[src/sv/cbpe_ram.sv]
`timescale 1ns / 1ps
// Generic single-write, single-read RAM with registered read data.
module cbpe_ram #(
    parameter int WIDTH = 96,
    parameter int DEPTH = 16
) (
    input  logic                     aclk,
    input  logic                     wr_en,
    input  logic [$clog2(DEPTH)-1:0] wr_addr,
    input  logic [WIDTH-1:0]         wr_data,
    input  logic                     rd_en,
    input  logic [$clog2(DEPTH)-1:0] rd_addr,
    output logic [WIDTH-1:0]         rd_data
);

    logic [WIDTH-1:0] mem_reg [DEPTH];
    logic [WIDTH-1:0] rd_data_reg;

    always_ff @(posedge aclk) begin
        if (wr_en) begin
            mem_reg[wr_addr] <= wr_data;
        end
        if (rd_en) begin
            rd_data_reg <= mem_reg[rd_addr];
        end
    end

    assign rd_data = rd_data_reg;

endmodule

[config.mk]
export PLATFORM = sky130hd
export DESIGN_NAME = cbpe_ram
export DESIGN_NICKNAME = d
export VERILOG_FILES = /design/src/sv/cbpe_ram.sv
export SDC_FILE = /design/constraint.sdc
export NUM_CORES = 1
export LEC_CHECK = 0
export BUFFER_PORTS_ARGS = -buffer_cell sky130_fd_sc_hd__buf_4
export CORE_MARGIN = 2
export CORE_UTILIZATION = 40
export CTS_BUF_LIST = sky130_fd_sc_hd__clkbuf_8
export CTS_CLUSTER_SIZE = 12
export DETAILED_ROUTE_END_ITERATION = 10
export SYNTH_ARGS = -nofsm -noshare
export SYNTH_HDL_FRONTEND = slang
export SYNTH_SLANG_ARGS = --single-unit
[constraint.sdc]
create_clock -name aclk -period 10.8 [get_ports aclk]
set_input_delay 1.62 -clock aclk [delete_from_list [all_inputs] [get_ports aclk]]
set_output_delay 1.62 -clock aclk [all_outputs]
set_load 0.02 [all_outputs]
==> impl_metrics.toml <==
[status]
status = "finished clean"

[global_routing]
grt_max_degree = 143
grt_pass1_vias = 29200
grtUsageMet3_pct = 4.69
grt-ovfl-total = 0
antenna_found_initial = 23
met2_usage_pct = 30.0
met1_usage_pct = 25.2
grt_usage_pct = 18.7
top_usage_layer = "met2"
grt_pass1_wl_um = 204000

[floorplanning]
start_util_pct = 40.3
die_h_um = 392
io_pins = 203
row_count = 142
die_area_um2 = 154000
die_x_um = 392
core-area_um2 = 150000

[cells_and_area]
layout-drive-gt1-share_pct = 32.6
largest_reg_flops = 1536
num-fill-cells = 12100
syn_to_final_growth_pct = 14.6
nets = 2975
post-route-util_pct = 46.1

[cts]
cts_resized = 0
tritoncts = "yes"
numCtsBuffers = 276
clock_sinks = 1632
clk_pin_slew_worst_paths_ps = 60
cts_setup_buffers = 0
insertion_delay_ps = 970
cts_buffer_depth = 4
ctsHoldBuffers = 0
cts_max_level = 5
root_buffer = "clkbuf_8"

[routing]
drc = 0
dr.pass1.iters = 5
viasPerCell = 5.48
routed_wl_um = 143000
dr_total_vias = 27700
drtAntennaViolNets = 0
drtIter0Drc = 2702
wl_per_cell_um = 28.3

[sta]
finalClockSkew_ps = 45.0
fin_crit_sh_pct = 37.6
finalHoldViolCount = 0
slew_viol_final = 0
fin_crit_ps = 4060
fin_tns_setup_ps = 0
tightest_slew_ps = 1090
timing.fmax_mhz = 246
finalSetupViolations = 0
relSlewSlack_pct = 27.2
rsz0062_at_grt = "false"

[synth]
yosysTopAreaCellShare_pct = 81.2
ys_ff_latch = 1632
yosysSeqAreaShare_pct = 81.2
syn-cell-area_um2 = 60300
synth.most_common_cell = "edfxtp_1"
ys_types = 17
synth_cells = 2460
postSynthNetCount = 2567
synthTopCellsByCount = "edfxtp_1 (1,632), mux4_2 (384), a22oi_1 (192)"
synth_edf_count = 1632
yosysWarnings = 0
synth_ff_type = "edfxtp_1"
synthArstFlopShare_pct = 0
synth_top_area_cell = "edfxtp_1"
synthTopCellsByArea = "edfxtp_1 (81%), mux4_2 (14%), a22oi_1 (2.4%), nand2_1 (0.60%), buf_6 (0.39%)"
syn_area_per_cell_um2 = 24.5

[critical_path]
reg2reg_from = "mem_reg[8][84]"
cp-startpoint = "rd_addr[0]"
crit_path_end_kind = "flip-flop"
r2r-end = "rd_data[84]"
rr_worst_depth = 3
cp_max_fo = 88
required_ps = 11480
ff2ff_setup_slack_ps = 9220
start_kind = "input port"
crit_arrival_ps = 4740
cp-endpoint = "rd_data[52]"
critPathKind = "in -> reg"

[placement]
place.gp.congestion = 0.711
portBuffers = 202
dp_hpwl_um = 69800

[power_and_ir_drop]
max-vdd-ir-drop_mv = 0.0972
total_power_w = 0.0128
p_leak_nw = 22.2
powerDensity_nw_per_um2 = 185

[worst_hold_path]
hold_class = "reg -> reg"

[job]
drv_cap = 0
[cell families (layout without fill, tap and decap cells)]
group                  after synthesis  count (layout)  share of synthesized area, %
and+or+nand+nor                    123             123                         0.817
other                                0               6                             0
DFF                               1632            1632                          81.2
muxes                              384             384                          14.3
buffers and inverters              129             711                          1.21
AOI/OAI and AO/OA                  192             192                          2.39
[worst min path at each step]
stage | slack, ps | to | startpoint | cells after the start
after CTS | 730 | rd_data[56] | mem_reg[15][56] | 3
after detailed placement | 730 | rd_data[73] | mem_reg[14][73] | 3
after floorplan | 710 | rd_data[0] | mem_reg[14][0] | 3
after global routing | 760 | rd_data[61] | mem_reg[14][61] | 3
after global placement | 720 | rd_data[24] | mem_reg[12][24] | 3
final | 730 | rd_data[3] | mem_reg[6][3] | 3
[metrics by stage]
| stage | cell area (um2) | hold slack, ps | setup WS, ps | std cells |
|---|---|---|---|---|
| 3_5_place_dp | 64300 | 730 | 5690 | 4606 |
| 4_1_cts | 69100 | 735 | 6730 | 5058 |
| 3_3_place_gp | 64300 | 719 | 5710 | 4606 |
| 2_1_floorplan | 60300 | 710 | 1500 | 2460 |
| 5_1_grt | 69100 | 763 | 6480 | 5064 |
| 6_report | 69100 | 730 | 6740 | 5064 |
[report_power, final]
part	internal (W)	switching, W
logic	0.000264	0.000396
clock network	0.00261	0.00231
registers	0.00714	0.0000453
[critical path, cell delays in order]
cell and delay (ps):
buf_8 670, buf_4 650, buf_12 410, mux4_2 600
a22oi_1 240, nand2_1 80
[cell usage in the layout, fill, tap and decap left out, drive strengths merged, types with 4 or more instances in the layout]
master,n
a22oi,192
buf,259
bufinv,8
clkbuf,284
clkinv,83
clkinvlp,5
diode,6
edfxtp,1632
inv,72
mux4,384
nand2,97
nor2,13
nor3,4
[metal layers]
layer	share of wire [%]	wire length [um]
met2	49	70100
met1	41	59200
met5	0.12	173
met3	7.3	10400
met4	2.3	3270
[cell type report]
type / instances / area (um2) / share of cell area, %
clock buffer: 284 / 3910 / 5.66
multi-input combinational: 699 / 10700 / 15.5
timing repair buffer: 259 / 2030 / 2.94
tap: 2016 / 2520 / 3.65
antenna: 6 / 15.0 / 0.0217
sequential: 1632 / 49000 / 70.9
clock inverter: 168 / 907 / 1.31
No activity file was read; power rests on OpenSTA's default activity.
